<file path="src/hdl/slls_pkg.sv">
package slls_pkg;

  localparam int SLOTS    = 8;
  localparam int TAG_BITS = 8;
  localparam int SLOT_W   = (SLOTS > 1) ? $clog2(SLOTS) : 1;
  localparam int CNT_W    = $clog2(SLOTS + 1);

  typedef enum logic [1:0] {
    OP_APPEND = 2'd0,
    OP_REMOVE = 2'd1,
    OP_READ   = 2'd2,
    OP_NONE   = 2'd3
  } op_t;

  typedef enum logic [1:0] {
    ST_OK   = 2'd0,
    ST_FULL = 2'd1,
    ST_MISS = 2'd2
  } status_t;

  typedef enum logic [1:0] {
    S_IDLE,
    S_WALK,
    S_DONE
  } state_t;

  // search word that travels down the row, one cell per cycle
  typedef struct packed {
    logic                valid;
    logic                is_read;
    logic [SLOT_W-1:0]   key;
    logic                hit;
    logic [SLOT_W-1:0]   hit_idx;
    logic [TAG_BITS-1:0] tag;
  } probe_t;

  // broadcast command from the controller to every cell
  typedef struct packed {
    logic                wr_en;
    logic [SLOT_W-1:0]   wr_idx;
    logic [SLOT_W-1:0]   wr_slot;
    logic [TAG_BITS-1:0] wr_tag;
    logic                sh_en;
    logic [SLOT_W-1:0]   sh_idx;
  } cell_cmd_t;

endpackage

</file>
<file path="src/hdl/slls_cell.sv">
module slls_cell (
  input  logic                          clk,
  input  logic                          rst_n,
  input  logic [slls_pkg::SLOT_W-1:0]   cell_idx,
  input  logic [slls_pkg::CNT_W-1:0]    count,
  input  slls_pkg::cell_cmd_t           cmd,
  input  logic [slls_pkg::SLOT_W-1:0]   nbr_slot,
  input  logic [slls_pkg::TAG_BITS-1:0] nbr_tag,
  input  slls_pkg::probe_t              probe_in,
  output slls_pkg::probe_t              probe_out,
  output logic [slls_pkg::SLOT_W-1:0]   slot_q,
  output logic [slls_pkg::TAG_BITS-1:0] tag_q
);
  import slls_pkg::*;

  // cell i holds the entry at list position i
  logic [SLOT_W-1:0]   slot_r, slot_nxt;
  logic [TAG_BITS-1:0] tag_r, tag_nxt;
  probe_t              probe_r, probe_nxt;
  logic                match;

  always_comb begin
    slot_nxt = slot_r;
    tag_nxt  = tag_r;
    if (cmd.wr_en && cell_idx == cmd.wr_idx) begin
      slot_nxt = cmd.wr_slot;
      tag_nxt  = cmd.wr_tag;
    end else if (cmd.sh_en && cell_idx >= cmd.sh_idx) begin
      // close the gap: take the entry one position further along
      slot_nxt = nbr_slot;
      tag_nxt  = nbr_tag;
    end
  end

  always_comb begin
    match = (CNT_W'(cell_idx) < count) &&
            (probe_in.is_read ? (cell_idx == probe_in.key) : (slot_r == probe_in.key));
    probe_nxt = probe_in;
    if (probe_in.valid && !probe_in.hit && match) begin
      probe_nxt.hit     = 1'b1;
      probe_nxt.hit_idx = cell_idx;
      probe_nxt.tag     = tag_r;
    end
  end

  always_ff @(posedge clk) begin
    slot_r <= slot_nxt;
    tag_r  <= tag_nxt;
  end

  always_ff @(posedge clk) begin
    if (!rst_n) begin
      probe_r.valid <= 1'b0;
    end else begin
      probe_r.valid <= probe_nxt.valid;
    end
    probe_r.is_read <= probe_nxt.is_read;
    probe_r.key     <= probe_nxt.key;
    probe_r.hit     <= probe_nxt.hit;
    probe_r.hit_idx <= probe_nxt.hit_idx;
    probe_r.tag     <= probe_nxt.tag;
  end

  assign probe_out = probe_r;
  assign slot_q    = slot_r;
  assign tag_q     = tag_r;

endmodule

</file>
<file path="src/hdl/slot_linked_list_store_top.sv">
// Channel  Dir  Handshake             Word fields (low bit up)
// in_      in   in_tvalid/in_tready   op, item_tag, slot_sel, list_pos
// out_     out  out_tvalid/out_tready status, slot_out, tag_out, held_count
//
// Append and every rejected request go from S_IDLE straight to S_DONE, which loads out_tvalid.
// Remove and read pass through S_WALK; a search word walks the row of list cells
// one cell per cycle, and a remove then closes the gap by shifting the later cells down.
// One request is in flight at a time; a new one is taken while the last result
// still waits in the output register. A stalled output holds its word.
// Reset (rst_n low, synchronous) empties the list at once.
module slot_linked_list_store_top (
  input  logic        clk,
  input  logic        rst_n,
  input  logic        in_tvalid,
  output logic        in_tready,
  input  logic [15:0] in_tdata,   // op[1:0], item_tag[9:2], slot_sel[12:10], list_pos[15:13]
  output logic        out_tvalid,
  input  logic        out_tready,
  output logic [23:0] out_tdata   // status[1:0], slot_out[4:2], tag_out[12:5],
                                  // held_count[16:13], zero fill
);
  import slls_pkg::*;

  state_t              state_r, state_nxt;
  logic [CNT_W-1:0]    count_r, count_nxt;
  logic [SLOTS-1:0]    used_r, used_nxt;
  logic                launch_r, launch_nxt;
  logic                is_read_r, is_read_nxt;
  logic [SLOT_W-1:0]   key_r, key_nxt;
  logic [SLOT_W-1:0]   sel_r, sel_nxt;
  logic [1:0]          res_status_r, res_status_nxt;
  logic [2:0]          res_slot_r, res_slot_nxt;
  logic [7:0]          res_tag_r, res_tag_nxt;
  logic [3:0]          res_count_r, res_count_nxt;
  logic                out_valid_r, out_valid_nxt;
  logic [23:0]         out_tdata_r, out_tdata_nxt;

  op_t                 op;
  logic [7:0]          item_tag;
  logic [2:0]          slot_sel;
  logic [2:0]          list_pos;
  logic                accept;
  logic                out_free;
  logic                free_found;
  logic [SLOT_W-1:0]   free_slot;
  logic                sel_ok;
  cell_cmd_t           cmd;
  probe_t              probe_w [0:SLOTS];
  logic [SLOT_W-1:0]   slot_w [0:SLOTS];
  logic [TAG_BITS-1:0] tag_w [0:SLOTS];
  probe_t              walk_res;

  assign op       = op_t'(in_tdata[1:0]);
  assign item_tag = in_tdata[9:2];
  assign slot_sel = in_tdata[12:10];
  assign list_pos = in_tdata[15:13];
  assign accept   = in_tvalid && in_tready;
  assign out_free = !out_valid_r || out_tready;
  assign walk_res = probe_w[SLOTS];

  always_comb begin
    free_found = 1'b0;
    free_slot  = '0;
    for (int i = SLOTS - 1; i >= 0; i--) begin
      if (!used_r[i]) begin
        free_found = 1'b1;
        free_slot  = SLOT_W'(i);
      end
    end
  end

  assign sel_ok = (int'(slot_sel) < SLOTS) && used_r[SLOT_W'(slot_sel)] && (count_r != '0);

  // row of list cells
  assign probe_w[0] = '{valid: launch_r, is_read: is_read_r, key: key_r,
                        hit: 1'b0, hit_idx: '0, tag: '0};
  assign slot_w[SLOTS] = '0;
  assign tag_w[SLOTS]  = '0;

  for (genvar g = 0; g < SLOTS; g++) begin : g_cell
    slls_cell u_cell (
      .clk       (clk),
      .rst_n     (rst_n),
      .cell_idx  (SLOT_W'(g)),
      .count     (count_r),
      .cmd       (cmd),
      .nbr_slot  (slot_w[g+1]),
      .nbr_tag   (tag_w[g+1]),
      .probe_in  (probe_w[g]),
      .probe_out (probe_w[g+1]),
      .slot_q    (slot_w[g]),
      .tag_q     (tag_w[g])
    );
  end

  // next state
  always_comb begin
    state_nxt = state_r;
    unique case (state_r)
      S_IDLE: begin
        if (accept) begin
          if ((op == OP_REMOVE && sel_ok) ||
              (op == OP_READ && CNT_W'(list_pos) < count_r)) begin
            state_nxt = S_WALK;
          end else begin
            state_nxt = S_DONE;
          end
        end
      end
      S_WALK: begin
        if (walk_res.valid) state_nxt = S_DONE;
      end
      S_DONE: begin
        if (out_free) state_nxt = S_IDLE;
      end
      default: state_nxt = S_IDLE;
    endcase
  end

  // outputs and datapath
  always_comb begin
    in_tready      = (state_r == S_IDLE);
    count_nxt      = count_r;
    used_nxt       = used_r;
    launch_nxt     = 1'b0;
    is_read_nxt    = is_read_r;
    key_nxt        = key_r;
    sel_nxt        = sel_r;
    res_status_nxt = res_status_r;
    res_slot_nxt   = res_slot_r;
    res_tag_nxt    = res_tag_r;
    res_count_nxt  = res_count_r;
    out_valid_nxt  = out_valid_r && !out_tready;
    out_tdata_nxt  = out_tdata_r;
    cmd            = '0;

    unique case (state_r)
      S_IDLE: begin
        if (accept) begin
          res_status_nxt = ST_MISS;
          res_slot_nxt   = '0;
          res_tag_nxt    = '0;
          res_count_nxt  = 4'(count_r);
          case (op)
            OP_APPEND: begin
              if (count_r >= CNT_W'(SLOTS) || !free_found) begin
                res_status_nxt = ST_FULL;
              end else begin
                cmd.wr_en          = 1'b1;
                cmd.wr_idx         = SLOT_W'(count_r);
                cmd.wr_slot        = free_slot;
                cmd.wr_tag         = TAG_BITS'(item_tag);
                used_nxt[free_slot] = 1'b1;
                count_nxt          = count_r + 1'b1;
                res_status_nxt     = ST_OK;
                res_slot_nxt       = 3'(free_slot);
                res_count_nxt      = 4'(count_r + 1'b1);
              end
            end
            OP_REMOVE: begin
              if (sel_ok) begin
                launch_nxt  = 1'b1;
                is_read_nxt = 1'b0;
                key_nxt     = SLOT_W'(slot_sel);
                sel_nxt     = SLOT_W'(slot_sel);
              end
            end
            OP_READ: begin
              if (CNT_W'(list_pos) < count_r) begin
                launch_nxt  = 1'b1;
                is_read_nxt = 1'b1;
                key_nxt     = SLOT_W'(list_pos);
              end
            end
            default: ;
          endcase
        end
      end
      S_WALK: begin
        if (walk_res.valid) begin
          res_status_nxt = ST_MISS;
          res_slot_nxt   = '0;
          res_tag_nxt    = '0;
          res_count_nxt  = 4'(count_r);
          if (walk_res.hit) begin
            res_status_nxt = ST_OK;
            if (is_read_r) begin
              res_tag_nxt = 8'(walk_res.tag);
            end else begin
              cmd.sh_en       = 1'b1;
              cmd.sh_idx      = walk_res.hit_idx;
              used_nxt[sel_r] = 1'b0;
              count_nxt       = count_r - 1'b1;
              res_count_nxt   = 4'(count_r - 1'b1);
            end
          end
        end
      end
      S_DONE: begin
        if (out_free) begin
          out_valid_nxt = 1'b1;
          out_tdata_nxt = {7'd0, res_count_r, res_tag_r, res_slot_r, res_status_r};
        end
      end
      default: ;
    endcase
  end

  always_ff @(posedge clk) begin
    if (!rst_n) begin
      state_r     <= S_IDLE;
      count_r     <= '0;
      used_r      <= '0;
      launch_r    <= 1'b0;
      out_valid_r <= 1'b0;
    end else begin
      state_r     <= state_nxt;
      count_r     <= count_nxt;
      used_r      <= used_nxt;
      launch_r    <= launch_nxt;
      out_valid_r <= out_valid_nxt;
    end
  end

  always_ff @(posedge clk) begin
    is_read_r    <= is_read_nxt;
    key_r        <= key_nxt;
    sel_r        <= sel_nxt;
    res_status_r <= res_status_nxt;
    res_slot_r   <= res_slot_nxt;
    res_tag_r    <= res_tag_nxt;
    res_count_r  <= res_count_nxt;
    out_tdata_r  <= out_tdata_nxt;
  end

  assign out_tvalid = out_valid_r;
  assign out_tdata  = out_tdata_r;

  a_count_range: assert property (@(posedge clk) disable iff (!rst_n)
    count_r <= CNT_W'(SLOTS))
    else $error("entry count beyond pool size");

  a_used_matches_count: assert property (@(posedge clk) disable iff (!rst_n)
    $countones(used_r) == int'(count_r))
    else $error("occupancy bits disagree with entry count");

  a_walk_only_in_walk: assert property (@(posedge clk) disable iff (!rst_n)
    walk_res.valid |-> state_r == S_WALK)
    else $error("search word left the row outside a walk");

  a_shift_decrements: assert property (@(posedge clk) disable iff (!rst_n)
    cmd.sh_en |=> count_r == $past(count_r) - 1'b1)
    else $error("remove did not lower the entry count");

endmodule

</file>
<file path="config.mk">
export PLATFORM = sky130hd
export DESIGN_NAME = slot_linked_list_store_top
export DESIGN_NICKNAME = d
export VERILOG_FILES = /design/src/hdl/slls_pkg.sv /design/src/hdl/slls_cell.sv /design/src/hdl/slot_linked_list_store_top.sv
export SDC_FILE = /design/constraint.sdc
export NUM_CORES = 1
export LEC_CHECK = 0
export BUFFER_PORTS_ARGS = -buffer_cell sky130_fd_sc_hd__buf_2
export CORE_ASPECT_RATIO = 1.4
export CORE_MARGIN = 4
export CORE_UTILIZATION = 45
export DETAILED_ROUTE_END_ITERATION = 12
export SLEW_MARGIN = 20
export SYNTH_ARGS = -nofsm -noshare
export SYNTH_HDL_FRONTEND = slang
export SYNTH_SLANG_ARGS = --single-unit
</file>
<file path="constraint.sdc">
create_clock -name clk -period 3.1 [get_ports clk]
set_input_delay 0.31 -clock clk [delete_from_list [all_inputs] [get_ports clk]]
set_output_delay 0.31 -clock clk [all_outputs]
set_load 0.05 [all_outputs]
</file>
==> results by group, run 1 <==
Outcome
  • Outcome: finished clean

Clocking
  • Post-CTS Repair Setup Buffers: 0
  • Max H-tree Level: 1
  • Resize count post-CTS: 0
  • CTS root buffer: clkbuf_16
  • Maximum buffer depth of the clock tree: 3
  • CTS buffer count: 27
  • Number of clock sinks: 270
  • CTS tree: yes
  • Clock Pin Slew Worst Setup and Hold Paths: 0.06 ns
  • Skew-Pair Late Insertion Delay: 0.52 ns

Yosys
  • Yosys cell types: 65
  • Syn Area/Cell: 13.7 µm²
  • Ys Warns: 0
  • Register area share after synthesis: 64.2%
  • Largest family of logic cells by synthesized area: multiplexers
  • Yosys top cell by area: edfxtp_1
  • Complex-gate fraction of the synthesized area: 6.12%
  • Synth Area in Adders: 1.20%
  • Synth top area cells: edfxtp_1 (37%), dfxtp_1 (27%), mux2_2 (13%), and2_1 (2.5%), nand2b_1 (1.6%)
  • Async S/R FF share, synth: 0%
  • Synth Area in XOR/XNOR: 1.01%
  • Post-synth EDFFs: 129
  • Post-synthesis mux area share: 14.9%
  • Simple-gate share of the synthesized area: 9.91%
  • Register bit count reported by yosys: 270
  • Synth top area share: 37.1%
  • Post-synthesis cell area: 0.0104 mm²
  • Primary FF master, synth: dfxtp_1
  • Post-Synthesis Cells: 761

Power and ir drop
  • Pwr dens: 606 mW/mm²
  • Flop pwr share: 52.6%
  • Clock Power Share: 44.0%
  • Pleak: 4.58 nW
  • Sw frac: 20.6%
  • Psw: 0.00149 W
  • Combinational Power Share: 3.4%
  • Int Pwr: 0.00572 W
  • Peak VDD IR: 0.000480 V

Floorplan
  • Core box area: 0.0227 mm²
  • Vert. Die Dim: 188 µm
  • Die Wd: 137 µm
  • Die area: 0.0257 mm²
  • Initial Util: 46.0%
  • Row count: 65
  • # IOs: 46

Cells and area
  • Final Util: 52.4%
  • Final nets: 853
  • Non-Filler Instances: 1143
  • Commonest non-fill, non-tap cells in the layout: dfxtp_1 (141), edfxtp_1 (129), mux2_2 (119)
  • Layout cells sized above 1: 28.4%
  • Area delta synth->final: 14.0%
  • Commonest non-fill, non-tap cell in the layout: dfxtp_1
  • Inserted Diodes: 0
  • Final Cell Area: 0.0119 mm²

Place
  • RePlAce Congestion: 0.849
  • DP HPWL: 16.5 mm
  • Buffers on Ports: 38
  • Dpl cell area: 0.0110 mm²
  • Placed Cells: 1094

Worst setup path
  • Max Fanout on Critical Path: 14
  • Critical Path RT: 3.32 ns
  • Critical Path AT: 2.95 ns
  • Worst Setup End Kind: flop
  • Worst Setup Path Type: flop to flop
  • Crit start category: flop

Routing
  • Via/cell ratio: 5.38
  • Detail Route Antenna Nets: 0
  • Drt pass-1 iters: 5
  • DRC Markers: 0
  • DR vias: 6144
  • Wirelength, routed: 22.5 mm
  • Routed length per instance: 19.7 µm
  • DR iter-0 viols: 371

GRT
  • GRT met2 Usage: 34.2%
  • Grt total ovfl: 0
  • Initial antenna violation count: 0
  • M1 GR Usage: 18.6%
  • Met3 GRT Util: 2.55%
  • Largest net degree at the start of global routing: 28
  • Global-route wire length before repair: 35.2 mm
  • Vias in the first global route: 6571
  • GRT Max-Usage Layer: met2
  • GRT Overall Usage: 17.6%

Timing
  • Final Critical Period: 2.73 ns
  • Final setup vio count: 0
  • Total Neg Setup Slack: 0 ns
  • Fmax achieved: 366 MHz
  • Worst-Margin Slew: 0.712 ns
  • Fin crit share: 88.1%
  • Skew final: 0.0104 ns
  • Pins Over Slew Limit: 0
  • RSZ-0062 raised after global routing: false
  • Final Hold Vio Count: 0
  • Max_slew headroom: 52.6%

Hold path
  • Worst hold path type: primary input to flop

Flow run
  • Max cap viols: 0
[worst max-delay path: stages, from the launching register on]
cell	delay [ns]
dfxtp_1	0.46
nand4_1	0.28
nor2_1	0.23
nor2_1	0.08
ha_1	0.30
or4_1	0.53
buf_4	0.22
o41ai_2	0.07
buf_4	0.25
[routing by layer]
metal / wire length (µm) / vias up / share of wire (%)
met5: 0 / - / 0
met4: 711 / 0 / 3.2
met3: 922 / 62 / 4.1
met2: 12700 / 165 / 56
met1: 8200 / 3033 / 36
li1: - / 2884 / -
[power groups by stage]
| stage | registers [W] | logic (W) | clock network (W) |
|---|---|---|---|
| 2_1_floorplan | 0.00390 | 0.000126 | 0 |
| 3_3_place_gp | 0.00387 | 0.000240 | 0 |
| 3_5_place_dp | 0.00387 | 0.000245 | 0 |
| 4_1_cts | 0.00379 | 0.000247 | 0.00324 |
| 5_1_grt | 0.00379 | 0.000260 | 0.00338 |
| 6_report | 0.00379 | 0.000243 | 0.00317 |
[kinds of logic (layout without fill, tap and decap cells)]
group                    count (synthesis)  count (layout)
buffers and inverters                   59             134
flip-flops                             270             270
multiplexers                           133             133
other                                    1               7
AO/OA/AOI/OAI                           92              92
adder cells (fa/ha/maj)                 10              10
XOR/XNOR                                12              12
AND/OR/NAND/NOR                        184             184
[synth_stat cells (all sizes together), types with 12 or more instances]
library cell and instances:
mux2 129, o21ai 25, buf 18, nor2 29, a21oi 12, dfxtp 141, inv 26, nand2b 26
clkbuf 14, and2 41, edfxtp 129, nand2 32
[through the flow]
step | hold WS [ns] | setup slack [ns] | total power [W]
finish | 0.0706 | 0.370 | 0.00721
global route | 0.0490 | 0.227 | 0.00744
CTS | 0.0446 | 0.391 | 0.00728
detailed placement | 0.366 | 0.411 | 0.00411
global placement | 0.372 | 0.502 | 0.00411
floorplan | 0.346 | 0.362 | 0.00403
[registers in the layout, summed over array words and instances (netlist names)]
signal                   flops
used_r                       8
is_read_r                    1
g_cell.u_cell.slot_q        24
count_r                      4
state_r                      2
res_tag_r                    8
g_cell.u_cell.tag_q         64
key_r                        3
res_status_r                 2
sel_r                        3
launch_r                     1
res_count_r                  4
out_tvalid                   1
out_tdata                   17
g_cell.u_cell.probe_out    125
res_slot_r                   3
[path summary, 6_finish.rpt]
kind / startpoint / to / slack (ns) / depth (start not counted)
worst max-delay path: used_r[2] / g_cell[0].u_cell.tag_q[0] / 0.37 / 8
worst min-delay path: in_tdata[11] / sel_r[1] / 0.07 / 1
worst max register to register: used_r[2] / g_cell[0].u_cell.tag_q[0] / 0.37 / 8
worst min register to register: g_cell[2].u_cell.probe_out[14] / g_cell[3].u_cell.probe_out[14] / 0.39 / 0
[layout make-up]
type | instances | area (µm²)
Sequential cell | 270 | 6700
Timing Repair Buffer | 59 | 350
Multi-Input combinational cell | 438 | 3490
Inverter | 27 | 101
Fill cell | 1911 | 10800
Tap cell | 301 | 377
Clock buffer | 34 | 722
Clock inverter | 14 | 145
[what timing repair did]
action                                  in CTS  in global routing
endpoints found under the setup margin       0                  0
hold endpoints to repair                     1                  0
hold buffers                                 1                  0
Note: power is estimated with default switching activity, not from simulation.
==> inputs of run 2 (changes only) <==
CAP_MARGIN = 10   (was unset)
PLACE_DENSITY = 0.67   (was unset)
==> results by group, run 2 (synthesis results as in run 1) <==
Power and ir drop
  • Tot Pwr: 0.00695 W (-3.6%)
  • Pleak: 4.54 nW (-0.85%)
  • Pwr dens: 588 mW/mm² (-3.0%)
  • Peak VDD IR: 0.000347 V (-28%)

Clocking
  • Clock Pin Slew Worst Setup and Hold Paths: 0.06 ns (about the same)
  • Maximum buffer depth of the clock tree: 3 (unchanged)
  • Max H-tree Level: 1 (unchanged)
  • Number of clock sinks: 270 (unchanged)
  • Skew-Pair Late Insertion Delay: 0.52 ns (about the same)
  • CTS tree: yes
  • Resize count post-CTS: 0 (unchanged)
  • Post-CTS Repair Setup Buffers: 0 (unchanged)
  • CTS root buffer: clkbuf_16
  • CTS buffer count: 25 (-7.4%)

Hold path
  • Hold Startpoint: in_tdata[11]
  • Worst hold path type: primary input to flop

Routing
  • Wirelength, routed: 21.0 mm (-6.6%)
  • Routed length per instance: 18.4 µm (-6.2%)
  • Via/cell ratio: 5.25 (-2.3%)
  • DRC Markers: 0 (unchanged)
  • Drt pass-1 iters: 6 (+1)
  • DR iter-0 viols: 305 (-18%)
  • Detail Route Antenna Nets: 0 (unchanged)
  • DR vias: 5984 (-2.6%)

Worst setup path
  • Worst Setup End Kind: flop
  • Critical Path RT: 3.32 ns (about the same)
  • Worst Setup Path Type: flop to flop
  • Crit start category: flop
  • Critical Path AT: 3.04 ns (+0.09 ns)
  • RR Startpoint: used_r[0]
  • R2R Setup Slk: 0.27 ns (-0.10 ns)
  • Max Fanout on Critical Path: 14 (unchanged)
  • CP startpoint: used_r[0]

Timing
  • Skew final: 0.00826 ns (-0.00214 ns)
  • Max_slew headroom: 53.3% (+0.76 points)
  • Total Neg Setup Slack: 0 ns (unchanged)
  • RSZ-0062 raised after global routing: false
  • Fin crit share: 91.2% (+3.2 points)
  • Final Critical Period: 2.83 ns (+0.0980 ns)
  • Final Hold Vio Count: 0 (unchanged)
  • Final setup vio count: 0 (unchanged)
  • Fmax achieved: 354 MHz (-3.5%)
  • Worst-Margin Slew: 0.700 ns (-0.0115 ns)
  • Pins Over Slew Limit: 0 (unchanged)

GRT
  • Initial antenna violation count: 0 (unchanged)
  • GRT Overall Usage: 16.5% (-1.1 points)
  • Largest net degree at the start of global routing: 28 (unchanged)
  • Vias in the first global route: 6181 (-5.9%)
  • Global-route wire length before repair: 33.2 mm (-5.8%)
  • Grt total ovfl: 0 (unchanged)

Floorplan
  • Die area: 0.0257 mm² (unchanged)
  • # IOs: 46 (unchanged)
  • Core box area: 0.0227 mm² (unchanged)
  • Vert. Die Dim: 188 µm (unchanged)
  • Initial Util: 46.0% (unchanged)
  • Die Wd: 137 µm (unchanged)
  • Row count: 65 (unchanged)

Cells and area
  • Area delta synth->final: 13.3%
  • Commonest non-fill, non-tap cells in the layout: dfxtp_1 (141), edfxtp_1 (129), mux2_2 (119)
  • Non-Filler Instances: 1139 (-0.35%)
  • Commonest non-fill, non-tap cell in the layout: dfxtp_1
  • Final nets: 849 (-0.47%)
  • Layout cells sized above 1: 28.3% (-0.10 points)
  • Inserted Diodes: 0 (unchanged)
  • Max FFs per register: 125 (unchanged)

Place
  • Placed Cells: 1092 (-0.18%)
  • DP HPWL: 15.3 mm (-7.1%)
  • Buffers on Ports: 38 (unchanged)
  • RePlAce Congestion: 0.815 (-4.1%)

Flow run
  • Max cap viols: 0 (unchanged)

Outcome
  • Outcome: finished clean
==> run 2: changes by cell type in the layout (fill, tap and decap cells not counted), sizes merged <==
cell / before / now
clkbuf: 34 / 39
clkinv: 12 / 7
bufinv: 3 / 0
buf: 58 / 56
inv: 26 / 27
==> run 2: worst paths after layout <==
path / to / cells after the start
max: g_cell[0].u_cell.tag_q[2] / 7
min: sel_r[1] / 1
max reg2reg: g_cell[0].u_cell.tag_q[2] / 7
min reg2reg: g_cell[2].u_cell.probe_out[13] / 0
==> run 2: layout make-up <==
cell class | instances | area (µm²)
inverter | 27 | 101
fill | 1935 | 10900
sequential | 270 | 6700
clock inverter | 7 | 37.5
multi-input combinational | 438 | 3510
tap | 301 | 377
clock buffer | 39 | 758
timing repair buffer | 57 | 335
==> run 2: metal layers <==
| layer | part of all wire (%) | vias up | routed length [µm] | GRT usage [%] |
|---|---|---|---|---|
| met5 | 0 | - | 0 | 0 |
| met4 | 3.5 | 0 | 745 | 6.25 |
| met2 | 55 | 120 | 11500 | 30.8 |
| met1 | 38 | 2928 | 8090 | 18.6 |
| li1 | - | 2880 | - | - |
| met3 | 3.2 | 56 | 682 | 2.31 |
==> run 2: worst max-delay path, stage by stage, from the launching register on <==
cell and delay, ns:
dfxtp_1 0.44, nand4_1 0.25, nor2_1 0.21, nor2_1 0.08, ha_1 0.29, or4_1 0.85
o41ai_2 0.13, buf_4 0.26
==> run 2: metrics by stage <==
| stage | setup WS (ns) | utilization [%] | cell area, µm² | hold WS, ns |
|---|---|---|---|---|
| after floorplan | 0.362 | - | 10500 | 0.346 |
| after global placement | 0.345 | 48.5 | 11000 | 0.367 |
| after detailed placement | 0.308 | 48.5 | 11000 | 0.367 |
| after CTS | 0.283 | 52.0 | 11800 | 0.0265 |
| after global routing | 0.107 | 52.1 | 11800 | 0.0304 |
| final | 0.272 | 52.1 | 11800 | 0.0500 |
==> run 2: what timing repair did <==
| item | CTS | global route |
|---|---|---|
| endpoints found under the setup margin | 0 | 0 |
| hold buffers | 1 | 0 |
| hold endpoints to repair | 1 | 0 |
==> run 2: where the power goes <==
group | total [W] | switching, W | internal (W)
clock network | 0.00292 | 0.00125 | 0.00168
registers | 0.00379 | 0.0000256 | 0.00376
logic | 0.000234 | 0.000168 | 0.0000668
